File: src/rtl/core/tah_pkg.sv
// ----------------------------------------------------------------------------
// tah_pkg
// Shared constants for the thermal alarm block: field widths, register map
// and the fixed cool band thresholds in 1/16 degree.
// ----------------------------------------------------------------------------
package tah_pkg;

   // field widths
   localparam int TEMP_W  = 12;
   localparam int LIMIT_W = 7;
   localparam int PEAK_W  = 7;
   localparam int MODE_W  = 2;

   // stream payload widths, padded to whole bytes
   localparam int REQ_DATA_W = 16;
   localparam int RSP_DATA_W = 24;

   // configuration port
   localparam int CSR_ADDR_W = 3;
   localparam int CSR_DATA_W = 32;
   localparam logic [CSR_ADDR_W-1:0] ADDR_HIGH_LIMIT = 3'd0;

   // reset value of the alarm threshold, whole degrees
   localparam logic [LIMIT_W-1:0] HIGH_LIMIT_RESET = 7'd30;

   // compare width: sample and limit-derived thresholds, signed
   localparam int CMP_W = 13;

   // fixed cool band, 24.5 and 25.5 degrees in 1/16 degree
   localparam logic signed [CMP_W-1:0] COOL_ENTER = 13'sd392;
   localparam logic signed [CMP_W-1:0] COOL_LEAVE = 13'sd408;

   // band offsets around the limit, in 1/16 degree
   localparam logic signed [CMP_W-1:0] OFS_HALF      = 13'sd8;
   localparam logic signed [CMP_W-1:0] OFS_ONE_HALF  = 13'sd24;
   localparam logic signed [CMP_W-1:0] OFS_TWO_HALF  = 13'sd40;

   // actuator codes
   localparam logic [1:0] FAN_OFF = 2'd0;
   localparam logic [1:0] FAN_LOW = 2'd1;
   localparam logic [1:0] FAN_MID = 2'd2;
   localparam logic [1:0] FAN_MAX = 2'd3;

   localparam logic [1:0] BUZ_WARNING  = 2'd0;
   localparam logic [1:0] BUZ_OVERHEAT = 2'd1;
   localparam logic [1:0] BUZ_QUIET    = 2'd2;

endpackage

File: src/rtl/core/thermal_alarm_hysteresis_fsm.sv
// ----------------------------------------------------------------------------
// thermal_alarm_hysteresis_fsm
// Over-temperature alarm with hysteresis, peak capture and actuator drives.
// ----------------------------------------------------------------------------
// One temperature sample (signed, 1/16 degree) goes in per transfer and one
// result comes out per sample: the new mode (normal, warning, overheat,
// cool), fan, LED and buzzer drives, log/save pulses on overheat entry and
// exit, and the peak whole-degree value seen during overheat. A sample is
// held in an input register, evaluated against the mode and peak state
// combinationally and written to the result register, so the block takes
// one sample per cycle; the result register's handshake alone sets the
// pace when the consumer stalls. The alarm limit (whole degrees, reset 30)
// is written through the APB port at address 0; the user must write it
// only while no sample is in flight, as the block does not enforce this.
module thermal_alarm_hysteresis_fsm (
   input  logic                                clock,
   input  logic                                reset,
   // sample stream; tdata: [11:0] temp_sixteenths, rest zero
   input  logic                                req_tvalid,
   output logic                                req_tready,
   input  logic [tah_pkg::REQ_DATA_W-1:0]      req_tdata,
   // result stream; tdata: [1:0] mode, [3:2] fan_speed, [4] safe_led,
   // [5] warn_led, [7:6] buzzer_mode, [8] breath_led, [9] log_pulse,
   // [10] save_pulse, [17:11] peak_degrees, rest zero
   output logic                                rsp_tvalid,
   input  logic                                rsp_tready,
   output logic [tah_pkg::RSP_DATA_W-1:0]      rsp_tdata,
   // configuration port
   input  logic                                csr_psel,
   input  logic                                csr_penable,
   input  logic                                csr_pwrite,
   input  logic [tah_pkg::CSR_ADDR_W-1:0]      csr_paddr,
   input  logic [tah_pkg::CSR_DATA_W-1:0]      csr_pwdata,
   output logic [tah_pkg::CSR_DATA_W-1:0]      csr_prdata,
   output logic                                csr_pready
);

   typedef enum logic [tah_pkg::MODE_W-1:0] {
      MODE_NORMAL   = 2'd0,
      MODE_WARNING  = 2'd1,
      MODE_OVERHEAT = 2'd2,
      MODE_COOL     = 2'd3
   } mode_type;

   // configuration register
   logic [tah_pkg::LIMIT_W-1:0]              high_limit_ff;
   logic                                     csr_write;

   // input stage
   logic                                     in_valid_ff;
   logic signed [tah_pkg::TEMP_W-1:0]        in_temp_ff;

   // state
   mode_type                                 mode_ff, mode_in;
   logic [tah_pkg::PEAK_W-1:0]               peak_ff, peak_in;

   // result register
   logic                                     out_valid_ff;
   logic [tah_pkg::RSP_DATA_W-1:0]           out_data_ff, out_data_in;

   logic                                     advance;
   logic signed [tah_pkg::CMP_W-1:0]         temp_ext;
   logic signed [tah_pkg::CMP_W-1:0]         base;
   logic [tah_pkg::PEAK_W-1:0]               deg;
   logic                                     log_p, save_p;
   logic [1:0]                               fan, buz;
   logic                                     safe, warn, breath;

   // apb access, always ready
   assign csr_pready = 1'b1;
   assign csr_write  = csr_psel && csr_penable && csr_pwrite
                       && (csr_paddr == tah_pkg::ADDR_HIGH_LIMIT);
   assign csr_prdata = (csr_paddr == tah_pkg::ADDR_HIGH_LIMIT)
                       ? {{(tah_pkg::CSR_DATA_W-tah_pkg::LIMIT_W){1'b0}}, high_limit_ff}
                       : '0;

   always_ff @(posedge clock) begin
      if (reset) begin
         high_limit_ff <= tah_pkg::HIGH_LIMIT_RESET;
      end else if (csr_write) begin
         high_limit_ff <= csr_pwdata[tah_pkg::LIMIT_W-1:0];
      end
   end

   // pipeline flow: evaluate when the result register is free or draining
   assign advance    = in_valid_ff && (!out_valid_ff || rsp_tready);
   assign req_tready = !in_valid_ff || advance;

   always_ff @(posedge clock) begin
      if (reset) begin
         in_valid_ff <= 1'b0;
      end else if (req_tready) begin
         in_valid_ff <= req_tvalid;
      end
      if (req_tready && req_tvalid) begin
         in_temp_ff <= req_tdata[tah_pkg::TEMP_W-1:0];
      end
   end

   // thresholds and whole-degree value of the sample
   assign temp_ext = {in_temp_ff[tah_pkg::TEMP_W-1], in_temp_ff};
   assign base     = {2'b00, high_limit_ff, 4'b0000};
   assign deg      = in_temp_ff[tah_pkg::TEMP_W-1] ? '0 : in_temp_ff[10:4];

   // next mode and peak
   always_comb begin
      mode_in = mode_ff;
      peak_in = peak_ff;
      log_p   = 1'b0;
      save_p  = 1'b0;
      case (mode_ff)
         MODE_NORMAL: begin
            if (temp_ext > base + tah_pkg::OFS_HALF) begin
               mode_in = MODE_WARNING;
            end else if (temp_ext < tah_pkg::COOL_ENTER) begin
               mode_in = MODE_COOL;
            end
         end
         MODE_WARNING: begin
            if (temp_ext > base + tah_pkg::OFS_TWO_HALF) begin
               peak_in = deg;
               log_p   = 1'b1;
               mode_in = MODE_OVERHEAT;
            end else if (temp_ext < base - tah_pkg::OFS_HALF) begin
               mode_in = MODE_NORMAL;
            end
         end
         MODE_OVERHEAT: begin
            // peak rises before the exit test
            if (deg > peak_ff) begin
               peak_in = deg;
            end
            if (temp_ext < base + tah_pkg::OFS_ONE_HALF) begin
               save_p  = 1'b1;
               mode_in = MODE_WARNING;
            end
         end
         default: begin
            if (temp_ext > tah_pkg::COOL_LEAVE) begin
               mode_in = MODE_NORMAL;
            end
         end
      endcase
   end

   // actuator drives from the new mode
   always_comb begin
      case (mode_in)
         MODE_COOL: begin
            fan = tah_pkg::FAN_OFF; safe = 1'b1; warn = 1'b0;
            buz = tah_pkg::BUZ_QUIET; breath = 1'b0;
         end
         MODE_NORMAL: begin
            fan = tah_pkg::FAN_LOW; safe = 1'b1; warn = 1'b0;
            buz = tah_pkg::BUZ_QUIET; breath = 1'b0;
         end
         MODE_WARNING: begin
            fan = tah_pkg::FAN_MID; safe = 1'b0; warn = 1'b1;
            buz = tah_pkg::BUZ_WARNING; breath = 1'b0;
         end
         default: begin
            fan = tah_pkg::FAN_MAX; safe = 1'b0; warn = 1'b0;
            buz = tah_pkg::BUZ_OVERHEAT; breath = 1'b1;
         end
      endcase
   end

   assign out_data_in = {6'b000000, peak_in, save_p, log_p, breath, buz,
                         warn, safe, fan, mode_in};

   // state and result register
   always_ff @(posedge clock) begin
      if (reset) begin
         mode_ff      <= MODE_NORMAL;
         peak_ff      <= '0;
         out_valid_ff <= 1'b0;
      end else begin
         if (advance) begin
            mode_ff      <= mode_in;
            peak_ff      <= peak_in;
            out_valid_ff <= 1'b1;
         end else if (rsp_tready) begin
            out_valid_ff <= 1'b0;
         end
      end
      if (advance) begin
         out_data_ff <= out_data_in;
      end
   end

   assign rsp_tvalid = out_valid_ff;
   assign rsp_tdata  = out_data_ff;

endmodule
File: config.mk
export PLATFORM = sky130hd
export DESIGN_NAME = thermal_alarm_hysteresis_fsm
export DESIGN_NICKNAME = d
export VERILOG_FILES = /design/src/rtl/core/tah_pkg.sv /design/src/rtl/core/thermal_alarm_hysteresis_fsm.sv
export SDC_FILE = /design/constraint.sdc
export NUM_CORES = 1
export LEC_CHECK = 0
export ABC_AREA = 1
export BUFFER_PORTS_ARGS = -buffer_cell sky130_fd_sc_hd__buf_4
export CAP_MARGIN = 20
export CORE_MARGIN = 3
export CORE_UTILIZATION = 47
export DETAILED_ROUTE_END_ITERATION = 6
export GPL_TIMING_DRIVEN = 0
export HOLD_SLACK_MARGIN = 0.12
export PLACE_DENSITY = 0.77
export SLEW_MARGIN = 10
export SYNTH_ARGS = -nofsm -noshare
export SYNTH_HDL_FRONTEND = slang
export SYNTH_SLANG_ARGS = --single-unit
File: constraint.sdc
create_clock -name clock -period 3 [get_ports clock]
set_input_delay 0.3 -clock clock [delete_from_list [all_inputs] [get_ports clock]]
set_output_delay 0.3 -clock clock [all_outputs]
set_load 0.02 [all_outputs]
==> results of run 1 <==
registers in the layout (all words and copies together) (netlist names):
| name | flops |
|---|---|
| mode_ff | 2 |
| rsp_tdata | 16 |
| in_valid_ff | 1 |
| peak_ff | 7 |
| rsp_tvalid | 1 |
| in_temp_ff | 12 |
| high_limit_ff | 7 |
path summary, 6_finish.rpt:
| path | startpoint | end | cells after the start |
|---|---|---|---|
| worst max register to register | high_limit_ff[0] | rsp_tdata[3] | 19 |
| worst min register to register | in_valid_ff | rsp_tvalid | 2 |
| worst min-delay path | req_tdata[0] | in_temp_ff[0] | 1 |
| worst max-delay path | high_limit_ff[0] | rsp_tdata[3] | 19 |
layout make-up:
cell class | count | area [um2] | share of cell area [%]
plain buffers | 41 | 309 | 6.67
clock buffers | 5 | 68.8 | 1.48
clock inverters | 3 | 21.3 | 0.459
inverters | 66 | 273 | 5.88
multi-input cells | 350 | 2160 | 46.6
flip-flops and latches | 46 | 1210 | 26.1
well taps | 102 | 128 | 2.75
repair buffers | 62 | 465 | 10.0
cells in the final DEF (no fill, tap or decap), drive strengths merged, types with 18 or more instances in the layout:
| cell type | n |
|---|---|
| nand2 | 108 |
| a21oi | 49 |
| conb | 32 |
| o21ai | 21 |
| dfxtp | 18 |
| nand3 | 33 |
| edfxtp | 28 |
| ha | 45 |
| buf | 101 |
| inv | 65 |
| nor2 | 32 |
cells in the mapped netlist (all sizes together):
cell	number
ha	45
clkinv	1
clkbuf	2
a21oi	49
dfxtp	18
inv	65
xnor2	3
buf	39
o21a	1
o21ai	21
nand3	33
nor2	32
a31oi	1
edfxtp	28
nand3b	6
o21bai	1
nand2	108
conb	2
xor2	9
nand4	3
nor3	6
power by group through the flow:
stage	clock [uW]	sequential [uW]	combinational (uW)
final	394	757	559
after global routing	430	763	633
after CTS	402	758	539
after detailed placement	0	773	536
after global placement	0	771	517
after floorplan	0	789	375
stage by stage:
step,power [uW],hold WS (ns)
after floorplan,1160,0.369
after global placement,1290,0.458
after detailed placement,1310,0.476
after CTS,1700,0.164
after global routing,1830,0.151
final,1710,0.164
kinds of logic after synthesis:
kind of cell	share of synthesized area, %
fa+ha+maj	14.9
other cells	0.199
buf+inv	15.3
simple gates	24.1
xor+xnor	2.79
flops	31.9
compound gates	10.9
metal layers:
metal  global-route usage (%)  part of all wire [%]
met4                     5.09                   1.8
met2                     32.6                    51
met5                        0                     0
met3                     3.79                   6.3
met1                     24.3                    41
timing repair:
action                     4_1_cts  5_1_grt
gates resized for setup          9       12
setup endpoints to repair        4        4
pin swaps                        2       14
buffers inserted                 0        7
==> results_dict.tcl, run 1 <==
set metrics [dict create \
    outcome "complete, no violations" \
    p_switching_uw 598 \
    grtUsageTotal_pct 19.0 \
    clkPwrFrac_pct 23.1 \
    vias 3237 \
    place.gp.congestion 0.886 \
    die_area_um2 9130 \
    yosys.cell_types.count 35 \
    r2r_slack_ns 0.16 \
    clock_sinks 46 \
    cp.required_ns 3.08 \
    pre_cts_ws_ns -0.231 \
    routedWlPerCell_um 12.3 \
    timing.critical_path.fanout_max 6 \
    die_w_um 95.6 \
    cpPeakStageDelay_ns 0.49 \
    routed_wl_mm 8.28 \
    synth_cells 473 \
    final_area_um2 4640 \
    power_frac_seq_pct 44.3 \
    worst-path-buf-inv 3 \
    insertion_delay_ns 0.30 \
    drt_pre_antenna_iters 4 \
    antenna_found_initial 0 \
    syn_area_um2 3770 \
    postPlaceCellArea_um2 4420 \
    cts_buffers 5 \
    cts_tree "yes" \
    grt_pass1_wl_mm 13.8 \
    grt_start_max_net_pins 26 \
    drive_gt1_share_pct 29.0 \
    placementRows 32 \
    setup_ws_ns 0.160 \
    ys_seq_area_share_pct 31.9 \
    final.min_clock_period_ns 2.84 \
    path_clk_slew_ns 0.09 \
    hold_viol 0 \
    slew_viol_final 0 \
    hold_path_class "in2reg" \
    startpoint_type "flop" \
    yosys_warnings 0 \
    areaGrowthSynthToFinish_pct 23.0 \
    ant_nets 0 \
    io_buffers 55 \
    viasPerCell 4.80 \
    yosys-top-cells-area "edfxtp_1 22%, ha_1 15%, dfxtp_1 9.6%" \
    diodes 0 \
    period_share_pct 94.7 \
    worstPathArrival_ns 2.92 \
    synth_top_area_cell "edfxtp_1" \
    finalNonFillerCells 675 \
    fp.dieH_um 95.6 \
    core-area_um2 7770 \
    tns_ns 0 \
    fillers 707 \
    final_nets 675 \
    place_hpwl_mm 6.48 \
    gr-total-overflow 0 \
    fin_skew_ns 0.00461 \
    clock.fmax_mhz 352 \
    cts_buffer_depth 2 \
    htree_levels 2 \
    synth_seq_cells 46 \
    path_class "reg2reg" \
    ir_worst_vdd_mv 0.284 \
    avgSynthCellArea_um2 7.97 \
    fin_util_pct 59.7 \
    start_util_pct 48.5 \
    ctsHoldBuffers 0 \
    grt_pass1_vias 3084 \
    worstSetupEndpointType "flop" \
    netlist.area_leader.share_pct 22.3 \
    p_leak_uw 0.00236 \
    path_cells "inv_2 > ha_1 > nand3_1 > nor3_1 > xor2_1 > ha_1 > nand2_1 > nor2_1 > nand3_1 > nand3_1 > nand2_1 > nand2_1 > nor2_2 > nand3_2 > nand3_2 > nand2_4 > inv_4 > ha_4 > inv_1" \
    slew_headroom_pct 55.5 \
    drt_drc_violations_left 0 \
    slowest_stage "dfxtp_1" \
    dpl.cell_count 660 \
    setup_viol 0 \
    cpLargestDelayFamily "simple AND/OR/NAND/NOR gates" \
    combPwrFrac_pct 32.7 \
    cts-root-buf "clkbuf_8" \
    swShare_pct 35.0 \
    power_density_nw_per_um2 369 \
    ioPinCount 117 \
    drtIter0Drc 201 \
    drv_cap 0 \
    internal-power_uw 1110 \
    worst_pin_slew_ns 0.668 \
]
No activity file was read; power rests on OpenSTA's default activity.
==> inputs of run 2 (changes only) <==
Settings changed: CORE_ASPECT_RATIO set to 0.75.
==> run 2 against run 1 <==
Via count increased by 1.3%. Final area up 3.3%. Routed wire length up 8.4%. Fmax is 2.0% lower. Die area grew 0.12%. Highest routed layer unchanged. Sequential power hardly changed. Core utilization rose by 3.6 points.
==> results_dict.tcl, run 2 (synthesis gave the netlist of run 1 again) <==
set metrics [dict create \
    outcome "complete, no violations" \
    dpl.cell_count 659 \
    cts_buffer_depth 2 \
    placementRows 27 \
    fillers 655 \
    p_leak_uw 0.00241 \
    path_class "reg2reg" \
    start_util_pct 49.8 \
    finalNonFillerCells 679 \
    place.gp.congestion 0.909 \
    final.min_clock_period_ns 2.90 \
    drt_pre_antenna_iters 4 \
    grt_pass1_wl_mm 14.7 \
    hold_depth 1 \
    final_nets 680 \
    die_w_um 109 \
    vias 3279 \
    drtIter0Drc 190 \
    slew_headroom_pct 53.0 \
    path_cells "inv_6 > ha_4 > nand2_4 > nand2_4 > nor3_4 > buf_6 > xor2_2 > ha_1 > nand2_1 > nor2_4 > nand3_2 > nand3_1 > nand2_1 > nand2_1 > nor2_2 > nand3_2 > nand3_2 > nand2_4 > inv_2 > ha_4 > inv_1" \
    worstSetupEndpointType "flop" \
    p_switching_uw 602 \
    grtUsageTotal_pct 19.8 \
    viasPerCell 4.83 \
    pre_cts_ws_ns -0.325 \
    setup_ws_ns 0.102 \
    internal-power_uw 1200 \
    routedWlPerCell_um 13.2 \
    startpoint_type "flop" \
    hold_viol 0 \
    clock.fmax_mhz 345 \
    fin_skew_ns 0.00789 \
    ant_nets 0 \
    period_share_pct 96.6 \
    core-area_um2 7570 \
    cp.required_ns 3.08 \
    drt_drc_violations_left 0 \
    insertion_delay_ns 0.31 \
    worst_pin_slew_ns 0.705 \
    tns_ns 0 \
    worstPathArrival_ns 2.97 \
    routed_wl_mm 8.97 \
    cp_num_cells 21 \
    cts_buffers 5 \
    cpPeakStageDelay_ns 0.39 \
    largest_register_ff_count 16 \
    fp.dieH_um 83.6 \
    cpLargestDelayFamily "simple AND/OR/NAND/NOR gates" \
    path_clk_slew_ns 0.09 \
    gr-total-overflow 0 \
    cts_tree "yes" \
    layout_common_cells "101 x buf_4, 85 x nand2_1, 57 x inv_1, 39 x a21oi_1, 39 x ha_1" \
    setup_viol 0 \
    multi_input_area_um2 2240 \
    drv_cap 0 \
    io_buffers 55 \
    power_frac_seq_pct 41.9 \
    die_area_um2 9140 \
    slew_viol_final 0 \
    ioPinCount 117 \
    htree_levels 2 \
    areaGrowthSynthToFinish_pct 27.0 \
    cts-root-buf "clkbuf_8" \
    layout_commonest_cell "buf_4" \
    clkPwrFrac_pct 26.4 \
    timing.critical_path.fanout_max 6 \
    grt_pass1_vias 3101 \
    worst-path-buf-inv 4 \
    antenna_found_initial 0 \
    ir_worst_vdd_mv 0.271 \
    timing.hold.ws_ns 0.159 \
    drive_gt1_share_pct 31.5 \
    r2r_cells 21 \
    rsz0062_at_grt "yes" \
    combPwrFrac_pct 31.7 \
    place_hpwl_mm 6.84 \
    swShare_pct 33.3 \
    seqCellArea_um2 1210 \
    power_density_nw_per_um2 377 \
    grt_start_max_net_pins 26 \
    ctsHoldBuffers 0 \
    clock_sinks 46 \
    diodes 0 \
    hold_path_class "in2reg" \
    slowest_stage "dfxtp_4" \
]
run 2: repair_timing:
action,CTS,global route
endpoints found under the hold margin,0,0
pin swaps,3,20
gates resized for setup,14,28
buffers inserted,1,11
setup endpoints to repair,7,5
run 2: path summary, 6_finish.rpt:
kind	slack, ns	startpoint	end
max	0.10	high_limit_ff[1]	rsp_tdata[3]
min	0.16	req_tdata[5]	in_temp_ff[5]
max reg2reg	0.10	high_limit_ff[1]	rsp_tdata[3]
min reg2reg	0.49	in_valid_ff	rsp_tvalid
run 2: power groups by stage:
| stage | Sequential [uW] | Combinational, uW | Clock, uW |
|---|---|---|---|
| after global routing | 762 | 649 | 521 |
| after detailed placement | 772 | 534 | 0 |
| after CTS | 756 | 539 | 492 |
| after global placement | 771 | 520 | 0 |
| after floorplan | 789 | 375 | 0 |
| final | 756 | 572 | 477 |
run 2: cell type report:
class / count / area share, %
multi-input cells: 350 / 46.8
inverters: 66 / 5.88
repair buffers: 67 / 10.6
plain buffers: 41 / 6.45
clock inverters: 3 / 0.915
well taps: 101 / 2.64
clock buffers: 5 / 1.44
flip-flops and latches: 46 / 25.3
run 2: metal layers:
| metal | share of wire [%] | vias up | GRT usage, % |
|---|---|---|---|
| met2 | 46 | 108 | 31.5 |
| met1 | 45 | 1469 | 27.5 |
| met5 | 0 | - | 0 |
| li1 | - | 1691 | - |
| met3 | 7.9 | 11 | 5.03 |
| met4 | 0.98 | 0 | 3.51 |
run 2: through the flow:
step                      area (um2)  total power (uW)  util [%]
after floorplan                 3880              1160         -
after global placement          4420              1290      58.4
after detailed placement        4420              1310      58.4
after CTS                       4590              1790      60.6
after global routing            4790              1930      63.3
final                           4790              1810      63.3
run 2: worst reg2reg max path, cell delays in order, from the launching register on:
cell	delay, ns
dfxtp_4	0.39
inv_6	0.06
ha_4	0.16
nand2_4	0.06
nand2_4	0.07
nor3_4	0.16
buf_6	0.13
xor2_2	0.05
ha_1	0.32
nand2_1	0.11
nor2_4	0.14
nand3_2	0.12
nand3_1	0.11
nand2_1	0.07
nand2_1	0.08
nor2_2	0.05
nand3_2	0.06
nand3_2	0.08
nand2_4	0.11
inv_2	0.05
ha_4	0.25
inv_1	0.03
==> inputs of run 3 (changes only) <==
Settings changed: BUFFER_PORTS_ARGS -buffer_cell sky130_fd_sc_hd__buf_4 to -buffer_cell sky130_fd_sc_hd__buf_2.
==> run 3 against run 2 <==
Global-route usage is 0.20 points lower. Die area unchanged. Register-to-register slack about the same. Sequential power about the same. First-iteration DRC count grew 2.6%. Worst setup slack better by 0.0026 ns. Total power decreased by 5.0%. Critical path depth decreased by 1. Flip-flop and latch count stayed put. Clock power is 14% lower. Clock skew rose by 0.0075 ns. Worst hold slack improved by 0.0039 ns. Critical path type unchanged. Critical endpoint is now rsp_tdata[8].
==> results_dict.tcl, run 3 (synthesis gave the netlist of run 1 again) <==
set metrics [dict create \
    timing.hold.ws_ns 0.163 \
    viasPerCell 4.87 \
    vias 3284 \
    outcome "complete, no violations" \
    grt_start_max_net_pins 26 \
    fin_skew_ns 0.0154 \
    largest_register_ff_count 16 \
    slowest_stage "dfxtp_4" \
    htree_levels 2 \
    ioPinCount 117 \
    rsz0062_at_grt "yes" \
    hold_path_class "in2reg" \
    insertion_delay_ns 0.32 \
    startpoint_type "flop" \
    drtIter0Drc 195 \
    cp.required_ns 3.07 \
    hold_start "req_tdata[0]" \
    worstPathArrival_ns 2.96 \
    r2r_slack_ns 0.10 \
    ant_nets 0 \
    cts_buffers 5 \
    path_clk_slew_ns 0.09 \
    place_hpwl_mm 6.82 \
    cts-root-buf "clkbuf_8" \
    slew_viol_final 0 \
    diodes 0 \
    layout_commonest_cell "nand2_1" \
    start_util_pct 49.8 \
    layout_common_cells "84 x nand2_1, 57 x inv_1, 56 x buf_2, 41 x buf_4, 40 x ha_1" \
    worstSetupEndpointType "flop" \
    placementRows 27 \
    setup_ws_ns 0.104 \
    fp.dieH_um 83.6 \
    final.min_clock_period_ns 2.90 \
    r2r_start "high_limit_ff[1]" \
    cts_buffer_depth 2 \
    pre_cts_ws_ns -0.366 \
    finalNonFillerCells 675 \
    antenna_found_initial 0 \
    p_leak_uw 0.00234 \
    r2r_cells 20 \
    routedWlPerCell_um 13.0 \
    ctsHoldBuffers 0 \
    clock.fmax_mhz 345 \
    grtUsageTotal_pct 19.6 \
    worst_pin_slew_ns 0.736 \
    grt_pass1_vias 3172 \
    die_area_um2 9140 \
    slew_headroom_pct 51.0 \
    power_density_nw_per_um2 373 \
    die_w_um 109 \
    hold_depth 1 \
    drv_cap 0 \
    path_cells "inv_6 > ha_4 > nand2_2 > nand2_2 > nor3_4 > buf_6 > xor2_2 > ha_1 > nand2_1 > nand2_1 > a21oi_2 > nand3_2 > nand2_2 > nand2_2 > nor2_4 > nand3_2 > nand3_2 > nand2_4 > buf_6 > ha_1" \
    drive_gt1_share_pct 31.0 \
    gr-total-overflow 0 \
    routed_wl_mm 8.80 \
    timing.critical_path.fanout_max 6 \
    hold_viol 0 \
    worstReg2RegEnd "rsp_tdata[8]" \
    cpLargestDelayFamily "simple AND/OR/NAND/NOR gates" \
    clock_sinks 46 \
    core-area_um2 7570 \
    dpl.cell_count 659 \
    worst-path-buf-inv 3 \
    setup_viol 0 \
    final_nets 676 \
    hold_path_end "in_temp_ff[0]" \
    io_buffers 55 \
    drt_pre_antenna_iters 5 \
    multi_input_area_um2 2240 \
    grt_pass1_wl_mm 14.6 \
    finalPower_uw 1720 \
    cts_tree "yes" \
    path_class "reg2reg" \
    fillers 661 \
    place.gp.congestion 0.900 \
    seqCellArea_um2 1210 \
    ir_worst_vdd_mv 0.249 \
    areaGrowthSynthToFinish_pct 22.2 \
    drt_drc_violations_left 0 \
    cpPeakStageDelay_ns 0.41 \
    period_share_pct 96.5 \
    cp_common_cell "nand2_2" \
]
[run 3: power by group]
group / internal [uW] / total (uW) / switching [uW] / leakage, uW
clock network: 186 / 412 / 227 / 0.0000472
logic: 205 / 548 / 344 / 0.00188
registers: 725 / 756 / 31.1 / 0.000417
total: 1110 / 1720 / 601 / 0.00234
[run 3: how the worst max path moves through the flow]
stage                              end  slack (ns)        startpoint  depth (start not counted)
after floorplan           rsp_tdata[3]        0.20  high_limit_ff[2]                         20
after detailed placement  rsp_tdata[3]       -0.37  high_limit_ff[2]                         20
after global routing      rsp_tdata[8]       -0.08  high_limit_ff[1]                         20
final                     rsp_tdata[8]        0.10  high_limit_ff[1]                         20
after global placement    rsp_tdata[3]       -0.29  high_limit_ff[2]                         20
after CTS                 rsp_tdata[7]       0.008  high_limit_ff[2]                         19
[run 3: routing by layer]
metal | vias up | GRT usage, % | wire [um]
li1 | 1681 | - | -
met1 | 1497 | 27.4 | 4070
met2 | 93 | 30.7 | 4030
met3 | 13 | 3.94 | 591
met4 | 0 | 5.55 | 113
met5 | - | 0 | 0
[run 3: area by class of cell]
class	count	share of cell area (%)
buffer	41	6.71
clock buffer	6	1.79
clock inverter	2	0.272
inverter	66	6.14
multi-input combinational	350	48.6
sequential	46	26.3
tap	101	2.74
timing repair buffer	63	7.44
[run 3: what timing repair did]
| action | in CTS | in global routing |
|---|---|---|
| resized for setup | 12 | 32 |
| pin swaps | 1 | 19 |
| endpoints found under the setup margin | 7 | 5 |
| gates cloned | 0 | 0 |
| setup buffers | 1 | 7 |
| hold endpoints to repair | 0 | 0 |
[run 3: through the flow]
stage	area (um2)	utilization, %	setup TNS (ns)
6_report	4610	60.9	0
5_1_grt	4610	60.9	-0.206
3_5_place_dp	4280	56.6	-1.23
4_1_cts	4410	58.3	0
3_3_place_gp	4280	56.6	-0.876
2_1_floorplan	3880	-	0
